$ cat src/rtl/b64d_pkg.sv
// Shared types, constants and the alphabet lookup for the base64 decoder.
package b64d_pkg;

  localparam logic [7:0] PAD_CHAR    = 8'h3D;
  localparam logic [6:0] BAD_SEXTET  = 7'd64;
  localparam logic [1:0] LAST_POS    = 2'd3;
  localparam logic [1:0] FULL_COUNT  = 2'd3;

  // One decoded group waiting for the output side: up to three bytes.
  typedef struct packed {
    logic [23:0] group;  // bytes, most significant first
    logic [1:0]  count;  // bytes to emit, 1 to 3
    logic        err;    // error result: one zero byte with error set
    logic        last;   // final result of the text ends this group
  } b64d_job_t;

  // Map a character to its 6-bit value; BAD_SEXTET outside the alphabet.
  function automatic logic [6:0] sextet_of(input logic [7:0] c);
    logic [6:0] v;
    v = BAD_SEXTET;
    if (c >= 8'h41 && c <= 8'h5A) begin
      v = 7'(c - 8'h41);
    end else if (c >= 8'h61 && c <= 8'h7A) begin
      v = 7'(c - 8'h61 + 8'd26);
    end else if (c >= 8'h30 && c <= 8'h39) begin
      v = 7'(c - 8'h30 + 8'd52);
    end else if (c == 8'h2B) begin
      v = 7'd62;
    end else if (c == 8'h2F) begin
      v = 7'd63;
    end
    return v;
  endfunction

endpackage

$ cat src/rtl/b64d_front.sv
// Front end: accepts characters, tracks group state and queues decoded jobs.
module b64d_front (
  input  logic                clk,
  input  logic                rst,
  input  logic                in_valid,
  output logic                in_ready,
  input  logic [7:0]          char_code,
  input  logic                end_of_text,
  output logic                push,
  output b64d_pkg::b64d_job_t job,
  input  logic                queue_full
);

  logic [17:0] acc, acc_next;
  logic [1:0]  pos, pos_next;
  logic        prev_pad, prev_pad_next;
  logic        discarding, discarding_next;

  logic        accept;
  logic        is_pad;
  logic [6:0]  sextet;
  logic [5:0]  bits;
  logic [1:0]  drop;

  assign in_ready = !queue_full;
  assign accept   = in_valid && in_ready;
  assign is_pad   = (char_code == b64d_pkg::PAD_CHAR);
  assign sextet   = b64d_pkg::sextet_of(char_code);
  assign bits     = is_pad ? 6'd0 : sextet[5:0];
  assign drop     = end_of_text ? (2'(is_pad) + 2'(prev_pad)) : 2'd0;

  // Classify the character and build the job for the back end
  always_comb begin
    acc_next        = acc;
    pos_next        = pos;
    prev_pad_next   = prev_pad;
    discarding_next = discarding;
    push            = 1'b0;
    job             = '0;
    if (accept) begin
      if (discarding) begin
        if (end_of_text) begin
          acc_next        = '0;
          pos_next        = '0;
          prev_pad_next   = 1'b0;
          discarding_next = 1'b0;
        end
      end else if (sextet == b64d_pkg::BAD_SEXTET && !is_pad) begin
        push      = 1'b1;
        job.count = 2'd1;
        job.err   = 1'b1;
        job.last  = end_of_text;
        if (end_of_text) begin
          acc_next      = '0;
          pos_next      = '0;
          prev_pad_next = 1'b0;
        end else begin
          discarding_next = 1'b1;
        end
      end else if (pos != b64d_pkg::LAST_POS) begin
        if (end_of_text) begin
          // text length not a multiple of four
          push          = 1'b1;
          job.count     = 2'd1;
          job.err       = 1'b1;
          job.last      = 1'b1;
          acc_next      = '0;
          pos_next      = '0;
          prev_pad_next = 1'b0;
        end else begin
          acc_next      = {acc[11:0], bits};
          pos_next      = pos + 2'd1;
          prev_pad_next = is_pad;
        end
      end else begin
        push      = 1'b1;
        job.group = {acc, bits};
        job.count = b64d_pkg::FULL_COUNT - drop;
        job.last  = end_of_text;
        acc_next  = '0;
        pos_next  = '0;
        prev_pad_next = end_of_text ? 1'b0 : is_pad;
      end
    end
  end

  // Hold group state
  always_ff @(posedge clk) begin
    if (rst) begin
      acc        <= '0;
      pos        <= '0;
      prev_pad   <= 1'b0;
      discarding <= 1'b0;
    end else begin
      acc        <= acc_next;
      pos        <= pos_next;
      prev_pad   <= prev_pad_next;
      discarding <= discarding_next;
    end
  end

endmodule

$ cat src/rtl/b64d_queue.sv
// Short job queue between the front end and the byte emitter.
module b64d_queue #(
  parameter int DEPTH = 4
) (
  input  logic                clk,
  input  logic                rst,
  input  logic                push,
  input  b64d_pkg::b64d_job_t push_job,
  output logic                full,
  input  logic                pop,
  output logic                avail,
  output b64d_pkg::b64d_job_t head
);

  localparam int PW = (DEPTH > 1) ? $clog2(DEPTH) : 1;
  localparam int CW = $clog2(DEPTH + 1);
  localparam logic [PW-1:0] PTR_MAX = PW'(DEPTH - 1);
  localparam logic [CW-1:0] CNT_MAX = CW'(DEPTH);

  b64d_pkg::b64d_job_t slots [DEPTH];
  logic [PW-1:0] wr_ptr, rd_ptr;
  logic [CW-1:0] fill;
  logic          do_push, do_pop;

  assign full    = (fill == CNT_MAX);
  assign avail   = (fill != '0);
  assign head    = slots[rd_ptr];
  assign do_push = push && !full;
  assign do_pop  = pop && avail;

  // Store incoming job
  always_ff @(posedge clk) begin
    if (do_push) begin
      slots[wr_ptr] <= push_job;
    end
  end

  // Advance pointers and fill count
  always_ff @(posedge clk) begin
    if (rst) begin
      wr_ptr <= '0;
      rd_ptr <= '0;
      fill   <= '0;
    end else begin
      if (do_push) begin
        wr_ptr <= (wr_ptr == PTR_MAX) ? '0 : wr_ptr + PW'(1);
      end
      if (do_pop) begin
        rd_ptr <= (rd_ptr == PTR_MAX) ? '0 : rd_ptr + PW'(1);
      end
      if (do_push && !do_pop) begin
        fill <= fill + CW'(1);
      end else if (do_pop && !do_push) begin
        fill <= fill - CW'(1);
      end
    end
  end

endmodule

$ cat src/rtl/b64d_back.sv
// Back end: splits each job into bytes and drives the registered output.
module b64d_back (
  input  logic                clk,
  input  logic                rst,
  input  logic                avail,
  input  b64d_pkg::b64d_job_t head,
  output logic                pop,
  output logic                out_valid,
  input  logic                out_ready,
  output logic [7:0]          data_byte,
  output logic                error,
  output logic                last
);

  b64d_pkg::b64d_job_t cur;
  logic       busy;
  logic [1:0] idx;
  logic       out_load;
  logic       final_byte;
  logic [7:0] sel_byte;

  assign out_load   = busy && (!out_valid || out_ready);
  assign final_byte = (idx == cur.count - 2'd1);
  assign pop        = avail && (!busy || (out_load && final_byte));

  // Pick the byte, most significant first
  always_comb begin
    unique case (idx)
      2'd0:    sel_byte = cur.group[23:16];
      2'd1:    sel_byte = cur.group[15:8];
      default: sel_byte = cur.group[7:0];
    endcase
  end

  // Advance through the current job
  always_ff @(posedge clk) begin
    if (rst) begin
      busy <= 1'b0;
      idx  <= '0;
    end else begin
      if (pop) begin
        busy <= 1'b1;
        idx  <= '0;
      end else if (out_load) begin
        if (final_byte) begin
          busy <= 1'b0;
        end else begin
          idx <= idx + 2'd1;
        end
      end
    end
  end

  // Load the next job
  always_ff @(posedge clk) begin
    if (pop) begin
      cur <= head;
    end
  end

  // Hold the output item until taken
  always_ff @(posedge clk) begin
    if (rst) begin
      out_valid <= 1'b0;
    end else if (out_load) begin
      out_valid <= 1'b1;
    end else if (out_ready) begin
      out_valid <= 1'b0;
    end
  end

  always_ff @(posedge clk) begin
    if (out_load) begin
      data_byte <= sel_byte;
      error     <= cur.err;
      last      <= cur.last && final_byte;
    end
  end

endmodule

$ cat src/rtl/base64_decoder_core.sv
// Top level of the streaming base64 decoder.
//
//  channel  | dir | tdata          | tuser  | tlast
//  s_axis   | in  | [7:0] char     | -      | end_of_text
//  m_axis   | out | [7:0] byte     | error  | last
//
// One character is accepted per cycle while the job queue has room.
// Each complete group yields up to three output items, one per cycle
// while m_tready is high; the byte emitter's pace sets the rate.
// A group's job passes a queue slot and cur before the output register.
// rst is synchronous and clears group state, queue and output valid.
// Output stalls back up through the queue to s_tready.
module base64_decoder_core #(
  parameter int QUEUE_DEPTH = 4
) (
  input  logic       clk,
  input  logic       rst,
  input  logic       s_tvalid,
  output logic       s_tready,
  input  logic [7:0] s_tdata,   // [7:0] char_code
  input  logic       s_tlast,
  output logic       m_tvalid,
  input  logic       m_tready,
  output logic [7:0] m_tdata,   // [7:0] data_byte
  output logic       m_tuser,   // [0] error
  output logic       m_tlast
);

  b64d_pkg::b64d_job_t push_job, head;
  logic push, full, pop, avail;

  b64d_front u_front (
    .clk         (clk),
    .rst         (rst),
    .in_valid    (s_tvalid),
    .in_ready    (s_tready),
    .char_code   (s_tdata),
    .end_of_text (s_tlast),
    .push        (push),
    .job         (push_job),
    .queue_full  (full)
  );

  b64d_queue #(
    .DEPTH (QUEUE_DEPTH)
  ) u_queue (
    .clk      (clk),
    .rst      (rst),
    .push     (push),
    .push_job (push_job),
    .full     (full),
    .pop      (pop),
    .avail    (avail),
    .head     (head)
  );

  b64d_back u_back (
    .clk       (clk),
    .rst       (rst),
    .avail     (avail),
    .head      (head),
    .pop       (pop),
    .out_valid (m_tvalid),
    .out_ready (m_tready),
    .data_byte (m_tdata),
    .error     (m_tuser),
    .last      (m_tlast)
  );

endmodule

$ cat config.mk
export PLATFORM = sky130hd
export DESIGN_NAME = base64_decoder_core
export DESIGN_NICKNAME = d
export VERILOG_FILES = /design/src/rtl/b64d_pkg.sv /design/src/rtl/b64d_front.sv /design/src/rtl/b64d_queue.sv /design/src/rtl/b64d_back.sv /design/src/rtl/base64_decoder_core.sv
export SDC_FILE = /design/constraint.sdc
export NUM_CORES = 1
export LEC_CHECK = 0
export BUFFER_PORTS_ARGS = -buffer_cell sky130_fd_sc_hd__buf_2
export CORE_ASPECT_RATIO = 0.6
export CORE_MARGIN = 8
export CORE_UTILIZATION = 30
export CTS_CLUSTER_DIAMETER = 150
export DETAILED_ROUTE_END_ITERATION = 12
export HOLD_SLACK_MARGIN = 0.1
export SYNTH_ARGS = -nofsm -noshare
export SYNTH_HDL_FRONTEND = slang
export SYNTH_SLANG_ARGS = --single-unit
export TNS_END_PERCENT = 30
$ cat constraint.sdc
create_clock -name clk -period 4.2 [get_ports clk]
set_clock_uncertainty 0.2 [all_clocks]
set_input_delay 0.42 -clock clk [delete_from_list [all_inputs] [get_ports clk]]
set_output_delay 0.42 -clock clk [all_outputs]
set_load 0.01 [all_outputs]
==> results.py, run 1 <==
metrics = {
    "clock_tree": {
        "htreeDepth": 4,
        "post_cts_buffers": 0,
        "hold_buffers": 1,
        "cts_sinks": 183,
        "clk_pin_slew_ns": 0.08,
        "cts_resized": 0,
        "cts_made_buffers": 17,
        "clk_latency_ns": 0.42,
        "clockBufferDepth": 2,
        "cts_tree": "done",
        "cts_root_buf": "clkbuf_16",
    },
    "placement": {
        "portBuffers": 24,
        "pre_cts_slack_ns": 0.557,
        "post-place-cells": 787,
        "gp_congestion": 0.782,
        "post-dp-hpwl_um": 9190,
    },
    "layout": {
        "drive_above_1_share": 0.201,
        "syn_to_final_growth_pct": 15.2,
        "fin_cells": 820,
        "layout.nets": 517,
        "final_util": 0.352,
        "final_common_cell": "edfxtp_1",
        "antenna_cells": 0,
        "final_cell_mix": "edfxtp_1 (150), dfxtp_1 (31), nand2_1 (28), mux4_2 (28), and2_1 (27)",
    },
    "worst_setup_path": {
        "crit_arrival_ns": 3.41,
        "crit_path_end_kind": "register",
        "crit_type": "in2reg",
        "cp-start-kind": "input port",
        "path_max_fanout": 7,
        "worstPathRequired_ns": 4.36,
    },
    "floorplan": {
        "die-area_sq_mm": 0.0301,
        "die_w_um": 219,
        "die_h_um": 138,
        "rows": 44,
        "core_sq_mm": 0.0242,
        "pin_count": 25,
        "initial_core_util": 0.306,
    },
    "synthesis": {
        "synth_flop_cell": "edfxtp_1",
        "synth_edf_count": 150,
        "syn_inst": 450,
        "synth_area_sq_mm": 0.00740,
        "ys_seq_area_frac": 0.698,
        "ys_seq_elements": 183,
        "yosysTopAreaCellShare": 0.609,
        "synthTopCellsByArea": "edfxtp_1 (61%), dfxtp_1 (8.9%), mux4_2 (8.5%)",
        "synth_fp_nets": 482,
        "synthArstFlopShare": 0,
        "synth_area_leader_cell": "edfxtp_1",
        "synth_area_per_cell_sq_um": 16.4,
        "ys_warn_count": 0,
        "synth_cell_type_count": 50,
    },
    "grt": {
        "grt_max_degree": 33,
        "track_usage": 0.102,
        "grt_pass1_vias": 4052,
        "grt_pass1_wl_um": 23100,
        "grt.overflow.total": 0,
        "antenna_found_initial": 0,
    },
    "timing": {
        "tightest_slew_ns": 0.909,
        "slew_violations": 0,
        "finalWorstSetupSlack_ns": 0.945,
        "fmax_mhz": 307,
        "rsz0062_at_grt": "false",
        "tns_ns": 0,
        "finalCritPeriodShare": 0.775,
        "maxSlewHeadroom": 0.394,
        "timing.final.crit_period_ns": 3.25,
        "finalHoldViolations": 0,
        "setup-violations-final": 0,
    },
    "power": {
        "finalPower_mw": 5.16,
        "peakVddDrop_mv": 0.287,
        "power.density_mw_per_mm2": 606,
        "p_leak_nw": 2.97,
    },
    "job": {
        "maxCapViolCount": 0,
    },
    "detailed_routing": {
        "ant_nets": 0,
        "drt_pass1_iterations": 4,
        "viasPerCell": 4.73,
        "drc": 0,
        "routed_wl_um": 14600,
        "wl_per_cell_um": 17.9,
        "drtIter0Drc": 292,
        "num_vias": 3879,
    },
    "status": {
        "status": "completed",
    },
    "min_path": {
        "hold_class": "in2reg",
    },
}
## critical path, cell delays in order
cell and delay [ns]:
buf_2 0.14, inv_1 0.18, ha_1 0.27, a21oi_1 0.09, a311o_1 0.36, a221oi_2 0.27, and3b_1 0.25, o31a_4 0.18
ha_1 0.19, inv_1 0.07, fa_1 0.37, xor2_1 0.17, or3_1 0.30, a21oi_1 0.15
## area by class of cell
class,instances,area (sq um)
Timing Repair Buffer,33,190
Tap cell,322,403
Clock inverter,14,169
Fill cell,2270,15700
Multi-Input combinational cell,233,2100
Sequential cell,183,5170
Clock buffer,18,429
Inverter,17,63.8
## worst paths after layout
check                                     from                       endpoint  slack [ns]  cells past startpoint
setup / recovery                    s_tdata[2]   u_queue.fill[2]$_SDFFE_PP0P_        0.95                     14
hold reg to reg        u_back.cur[1]$_DFFE_PP_         u_back.error$_DFFE_PP_        0.22                      0
hold / removal                        m_tready  u_back.out_valid$_SDFFE_PP0P_        0.13                      3
setup reg to reg  u_queue.fill[0]$_SDFFE_PP0P_   u_queue.fill[2]$_SDFFE_PP0P_        1.23                     10
## state kept, by name, indices dropped and copies added (netlist names)
register	cells
u_queue.fill	3
u_back.idx	2
u_back.error	1
u_back.busy	1
u_front.pos	2
u_back.data_byte	8
u_back.cur	28
u_queue.wr_ptr	2
u_queue.slots	112
u_front.prev_pad	1
u_back.last	1
u_front.acc	18
u_front.discarding	1
u_back.out_valid	1
u_queue.rd_ptr	2
## stage by stage
stage               cell area (sq um)  hold slack [ns]
floorplan                        7400            0.200
global placement                 7920            0.218
detailed placement               7920            0.205
CTS                              8530            0.115
global route                     8530            0.171
finish                           8530            0.133
## cell usage after synthesis, types with 9 or more instances
| library cell | instances |
|---|---|
| nor2_1 | 19 |
| a22oi_1 | 9 |
| inv_1 | 17 |
| and2_1 | 27 |
| clkbuf_1 | 9 |
| edfxtp_1 | 150 |
| a21oi_1 | 12 |
| mux4_2 | 28 |
| nand2_1 | 28 |
| a22o_1 | 15 |
| dfxtp_1 | 33 |
| ha_1 | 18 |
## power by group
group / switching [mW] / internal, mW / leakage [nW] / total (mW)
clock network: 0.675 / 0.941 / 0.288 / 1.62
logic: 0.556 / 0.421 / 0.979 / 0.976
registers: 0.202 / 2.37 / 1.70 / 2.57
total: 1.43 / 3.73 / 2.97 / 5.16
## logic make-up after synthesis
family | synth area share
AO/OA/AOI/OAI | 0.0693
multiplexers | 0.0953
flip-flops | 0.698
adder cells (fa/ha/maj) | 0.0331
AND/OR/NAND/NOR | 0.0754
buffers and inverters | 0.0196
XOR/XNOR | 0.00947
## metal layers
| metal | vias up | wire, um | global-route usage |
|---|---|---|---|
| li1 | 1797 | - | - |
| met1 | 1975 | 7470 | 0.144 |
| met2 | 98 | 6430 | 0.155 |
| met3 | 9 | 660 | 0.0241 |
| met4 | 0 | 90 | 0.0277 |
| met5 | - | 0 | 0 |
No activity file was read; power rests on OpenSTA's default activity.
==> inputs of run 2 (changes only) <==
- clock period: 4.2 -> 3.4 ns (I/O delays scaled with it)
==> results.py, run 2 (synthesized netlist as in run 1, its figures left out) <==
metrics = {
    "worst_setup_path": {
        "r2r_start": "u_queue.fill[0]$_SDFFE_PP0P_",
        "timing.rr.end": "u_queue.fill[2]$_SDFFE_PP0P_",
        "crit_type": "in2reg",
        "cp-start-kind": "input port",
        "crit_arrival_ns": 3.23,
        "r2r_slack_ns": 0.34,
        "crit_path_end_kind": "register",
        "worstPathRequired_ns": 3.56,
        "rr_worst_depth": 10,
        "path_max_fanout": 7,
    },
    "power": {
        "p_clk_frac": 0.311,
        "p_leak_nw": 3.05,
        "peakVddDrop_mv": 0.396,
        "p_int_mw": 4.62,
        "p_comb_frac": 0.203,
        "power.share.sequential": 0.486,
        "finalPower_mw": 6.43,
        "switchingPower_mw": 1.81,
        "power.density_mw_per_mm2": 739,
        "p_sw_frac": 0.282,
    },
    "layout": {
        "final_cell_mix": "edfxtp_1 (150), dfxtp_1 (31), nand2_1 (28), mux4_2 (28), and2_1 (27)",
        "syn_to_final_growth_pct": 17.5,
        "num-fill-cells": 2280,
        "final_common_cell": "edfxtp_1",
        "final_area_sq_mm": 0.00870,
        "layout.nets": 530,
        "final_util": 0.359,
        "largest_register_ffs": 112,
        "drive_above_1_share": 0.221,
        "antenna_cells": 0,
        "largestRegisters": "u_queue.slots x112, u_back.cur x28, u_front.acc x18",
        "largest-register": "u_queue.slots",
        "fin_cells": 833,
    },
    "clock_tree": {
        "hold_buffers": 4,
        "cts_root_buf": "clkbuf_16",
        "post_cts_buffers": 0,
        "htreeDepth": 4,
        "clk_pin_slew_ns": 0.07,
        "clockBufferDepth": 2,
        "cts_resized": 0,
        "cts_made_buffers": 17,
        "cts_tree": "done",
        "clk_latency_ns": 0.43,
        "cts_sinks": 183,
    },
    "placement": {
        "post-dp-hpwl_um": 9500,
        "portBuffers": 24,
        "pre_cts_slack_ns": -0.0762,
        "gp_congestion": 0.824,
        "placed_area_sq_mm": 0.00806,
        "post-place-cells": 797,
    },
    "timing": {
        "fmax_mhz": 326,
        "slew_violations": 0,
        "finalHoldViolations": 0,
        "maxSlewHeadroom": 0.398,
        "finalCritPeriodShare": 0.903,
        "timing.final.crit_period_ns": 3.07,
        "rsz0062_at_grt": "false",
        "finalWorstSetupSlack_ns": 0.330,
        "setup-violations-final": 0,
        "tightest_slew_ns": 0.903,
    },
    "detailed_routing": {
        "viasPerCell": 4.78,
        "ant_nets": 0,
        "num_vias": 3983,
        "wl_per_cell_um": 18.0,
        "drt_pass1_iterations": 5,
        "routed_wl_um": 15000,
        "drtIter0Drc": 328,
        "drc": 0,
    },
    "floorplan": {
        "die_w_um": 219,
        "die-area_sq_mm": 0.0301,
        "die_h_um": 138,
        "core_sq_mm": 0.0242,
        "rows": 44,
        "pin_count": 25,
        "initial_core_util": 0.306,
    },
    "grt": {
        "grt_pass1_wl_um": 23500,
        "track_usage": 0.104,
        "antenna_found_initial": 0,
        "grt.overflow.total": 0,
        "grt_pass1_vias": 4145,
        "grt_max_degree": 33,
    },
    "min_path": {
        "hold_class": "in2reg",
        "min_delay_path_depth": 3,
        "hold_start": "s_tvalid",
        "min_to": "u_front.discarding$_SDFFE_PP0P_",
    },
    "status": {
        "status": "completed",
    },
    "job": {
        "maxCapViolCount": 0,
    },
}
==> run 2: cell count changes in the layout (fill, tap and decap cells not counted), sizes merged <==
cell         change
buf             +10
bufinv           -1
clkinv           -2
dlygate4sd3      +3
inv              +3
==> run 2: power groups by stage <==
stage / Sequential, mW / Clock [mW] / Combinational (mW)
after floorplan: 3.10 / 0 / 0.881
after global placement: 3.16 / 0 / 1.29
after detailed placement: 3.18 / 0 / 1.33
after CTS: 3.13 / 2.03 / 1.34
after global routing: 3.16 / 2.12 / 1.45
final: 3.13 / 2.00 / 1.30
==> run 2: cell type report <==
class	count	area, sq um	share of cell area
clock inverter	14	163	0.0187
inverter	17	63.8	0.00734
timing repair buffer	46	358	0.0411
clock buffer	18	439	0.0505
multi-input combinational	233	2100	0.242
sequential	183	5170	0.594
tap	322	403	0.0463
==> run 2: routing by layer <==
| metal | up-vias | track usage | share of wire |
|---|---|---|---|
| li1 | 1834 | - | - |
| met1 | 2057 | 0.146 | 0.50 |
| met2 | 78 | 0.157 | 0.44 |
| met3 | 14 | 0.0257 | 0.048 |
| met4 | 0 | 0.0292 | 0.010 |
| met5 | - | 0 | 0 |
==> run 2: worst max-delay path by stage <==
stage	start	endpoint	slack, ns	cells past startpoint
6_report	s_tdata[2]	u_queue.fill[2]$_SDFFE_PP0P_	0.33	14
3_3_place_gp	s_tdata[1]	u_queue.fill[2]$_SDFFE_PP0P_	0.11	14
4_1_cts	u_queue.fill[0]$_SDFFE_PP0P_	u_queue.fill[2]$_SDFFE_PP0P_	0.35	10
3_5_place_dp	s_tdata[2]	u_queue.fill[2]$_SDFFE_PP0P_	-0.08	14
2_1_floorplan	s_tdata[2]	u_queue.fill[2]$_SDFFE_PP0P_	0.15	14
5_1_grt	u_queue.fill[0]$_SDFFE_PP0P_	u_queue.fill[2]$_SDFFE_PP0P_	0.13	10
==> run 2: worst max-delay path: stages <==
cell and delay (ns):
buf_2 0.11, inv_1 0.12, ha_1 0.22, a21oi_1 0.07
a311o_1 0.35, a221oi_2 0.30, and3b_1 0.25, o31a_4 0.18
ha_1 0.20, inv_1 0.07, fa_1 0.38, xor2_1 0.18
or3_1 0.31, a21oi_1 0.15
==> run 2: through the flow <==
| stage | TNS (ns) | hold WS (ns) |
|---|---|---|
| floorplan | 0 | 0.200 |
| detailed placement | -0.0762 | 0.205 |
| finish | 0 | 0.160 |
| global placement | 0 | 0.209 |
| CTS | 0 | 0.147 |
| global route | 0 | 0.173 |
==> inputs of run 3 (changes only) <==
- ABC_AREA: not set -> 1
==> results.py, run 3 <==
metrics = {
    "detailed_routing": {
        "viasPerCell": 4.74,
        "num_vias": 5776,
        "drtIter0Drc": 600,
        "ant_nets": 0,
        "drt_pass1_iterations": 5,
        "drc": 0,
        "wl_per_cell_um": 15.9,
        "routed_wl_um": 19400,
    },
    "synthesis": {
        "ys_warn_count": 0,
        "ys_seq_area_frac": 0.630,
        "ys_seq_elements": 183,
        "yosysTopAreaCellShare": 0.550,
        "synth_cell_type_count": 36,
        "synth_edf_count": 150,
        "synth_fp_nets": 843,
        "synth_flop_cell": "edfxtp_1",
        "synth_common_cells": "nand2_1 (161), edfxtp_1 (150), nor2_1 (113), inv_1 (67), o21ai_0 (64)",
        "synth_area_per_cell_sq_um": 10.1,
        "synth_area_sq_mm": 0.00819,
        "synthTopCellsByArea": "edfxtp_1 (55%), dfxtp_1 (8.1%), nand2_1 (7.4%)",
        "synth.most_common_cell": "nand2_1",
        "synth_area_leader_cell": "edfxtp_1",
        "synthArstFlopShare": 0,
        "syn_inst": 811,
    },
    "layout": {
        "syn_to_final_growth_pct": 14.6,
        "final_cell_mix": "nand2_1 (161), edfxtp_1 (150), nor2_1 (108)",
        "final_common_cell": "nand2_1",
        "largest_register_ffs": 112,
        "num-fill-cells": 2678,
        "multi_input_area_sq_mm": 0.00258,
        "largestRegisters": "u_queue.slots x112, u_back.cur x28, u_front.acc x18",
        "regArea_sq_mm": 0.00516,
        "drive_above_1_share": 0.121,
        "layout.nets": 871,
        "final_area_sq_mm": 0.00939,
        "largest-register": "u_queue.slots",
        "antenna_cells": 0,
        "final_util": 0.345,
    },
    "min_path": {
        "min_to": "u_front.pos[0]$_SDFFE_PP0P_",
        "min_delay_path_depth": 4,
        "hold_start": "s_tlast",
        "hold_class": "in2reg",
    },
    "clock_tree": {
        "clockBufferDepth": 2,
        "cts_sinks": 183,
        "htreeDepth": 4,
        "hold_buffers": 1,
        "cts_made_buffers": 17,
        "cts_tree": "done",
        "cts_root_buf": "clkbuf_16",
        "clk_latency_ns": 0.43,
        "clk_pin_slew_ns": 0.07,
        "post_cts_buffers": 0,
        "cts_resized": 0,
    },
    "worst_setup_path": {
        "cp_common_cell": "nand2_1",
        "path_delay_family": "simple AND/OR/NAND/NOR gates",
        "path_max_fanout": 5,
        "crit_type": "in2reg",
        "cp-start-kind": "input port",
        "r2r_slack_ns": 0.71,
        "slowest_delay_ns": 0.38,
        "crit_path_end_kind": "register",
        "cpMaxStageDelayCell": "fa_1",
        "worstPathRequired_ns": 3.57,
        "crit_arrival_ns": 3.19,
        "timing.rr.end": "u_queue.slots[3][2]$_DFFE_PP_",
        "crit_buf_inv": 4,
        "rr_worst_depth": 7,
        "r2r_start": "u_queue.fill[1]$_SDFFE_PP0P_",
    },
    "power": {
        "p_comb_frac": 0.262,
        "switchingPower_mw": 2.41,
        "p_sw_frac": 0.342,
        "p_int_mw": 4.64,
        "power.share.sequential": 0.452,
        "power.density_mw_per_mm2": 750,
        "p_leak_nw": 3.46,
        "p_clk_frac": 0.285,
        "peakVddDrop_mv": 0.370,
    },
    "timing": {
        "tightest_slew_ns": 1.02,
        "finalHoldViolations": 0,
        "maxSlewHeadroom": 0.322,
        "timing.final.crit_period_ns": 3.02,
        "slew_violations": 0,
        "finalCritPeriodShare": 0.889,
        "tns_ns": 0,
        "rsz0062_at_grt": "false",
        "setup-violations-final": 0,
        "fmax_mhz": 331,
    },
    "floorplan": {
        "die_w_um": 229,
        "die-area_sq_mm": 0.0330,
        "core_sq_mm": 0.0272,
        "die_h_um": 144,
        "rows": 47,
        "pin_count": 25,
        "initial_core_util": 0.301,
    },
    "job": {
        "maxCapViolCount": 0,
    },
    "placement": {
        "placed_area_sq_mm": 0.00877,
        "gp_congestion": 0.878,
        "post-dp-hpwl_um": 12900,
        "portBuffers": 24,
    },
    "grt": {
        "grt_max_degree": 59,
        "antenna_found_initial": 1,
        "grt_pass1_wl_um": 30800,
        "grt.overflow.total": 0,
        "grt_pass1_vias": 5384,
        "track_usage": 0.119,
    },
    "status": {
        "status": "completed",
    },
}
## run 3: changes by cell type after synthesis, sizes merged, moves of 6 or more
cell,previous run,this run
inv,17,68
a21oi,12,33
clkbuf,9,26
nand2b,6,0
nand2,28,169
o21ai,4,64
nand3,3,52
a22o,15,0
mux4,28,0
mux2i,6,0
and2,27,1
nor2,19,122
o22ai,0,28
## run 3: worst max-delay path by stage
| stage | slack, ns | cells past startpoint | start | to |
|---|---|---|---|---|
| 2_1_floorplan | -0.32 | 19 | s_tdata[2] | u_queue.slots[0][0]$_DFFE_PP_ |
| 3_3_place_gp | 0.07 | 25 | s_tdata[1] | u_queue.fill[2]$_SDFFE_PP0P_ |
| 3_5_place_dp | -0.04 | 25 | s_tdata[1] | u_queue.fill[2]$_SDFFE_PP0P_ |
| 4_1_cts | 0.41 | 25 | s_tdata[1] | u_queue.fill[2]$_SDFFE_PP0P_ |
| 5_1_grt | 0.01 | 26 | s_tdata[0] | u_queue.fill[2]$_SDFFE_PP0P_ |
| 6_report | 0.38 | 25 | s_tdata[1] | u_queue.fill[2]$_SDFFE_PP0P_ |
## run 3: area by class of cell
cell class | instances | area share
Clock buffer | 17 | 0.0453
Sequential cell | 183 | 0.550
Timing Repair Buffer | 46 | 0.0333
Multi-Input combinational cell | 522 | 0.275
Inverter | 69 | 0.0276
Tap cell | 367 | 0.0489
Clock inverter | 15 | 0.0192
## run 3: through the flow
stage	std cells	setup WS, ns	hold WS, ns	power (mW)
2_1_floorplan	811	-0.315	0.200	4.43
3_3_place_gp	1186	0.0730	0.226	5.06
3_5_place_dp	1186	-0.0442	0.211	5.09
4_1_cts	1219	0.410	0.149	7.08
5_1_grt	1219	0.0101	0.194	7.44
6_report	1219	0.379	0.182	7.04
## run 3: cells by family after synthesis
kind of cell,after synthesis,share of synthesized area
AOI/OAI and AO/OA,138,0.0927
and+or+nand+nor,358,0.184
DFF,183,0.630
buffers and inverters,106,0.0557
adders and majority gates,19,0.0299
xor gates and xnor gates,7,0.00748
## run 3: metal layers
metal / up-vias / wire length, um / global-route usage
met4: 0 / 184 / 0.0277
met5: - / 0 / 0
met1: 2759 / 10400 / 0.186
met3: 14 / 1460 / 0.0347
li1: 2820 / - / -
met2: 183 / 7340 / 0.154
## run 3: worst min-delay path, cell delays in order
cell     delay [ns]
buf_2          0.18
nand2_1        0.13
nand2_1        0.08
a21oi_1        0.04
## run 3: power by group through the flow
stage	Clock, mW	Sequential (mW)	Combinational, mW
after floorplan	0	3.24	1.19
after global placement	0	3.23	1.84
after detailed placement	0	3.24	1.85
after CTS	2.04	3.19	1.85
after global routing	2.13	3.24	2.07
final	2.01	3.19	1.85
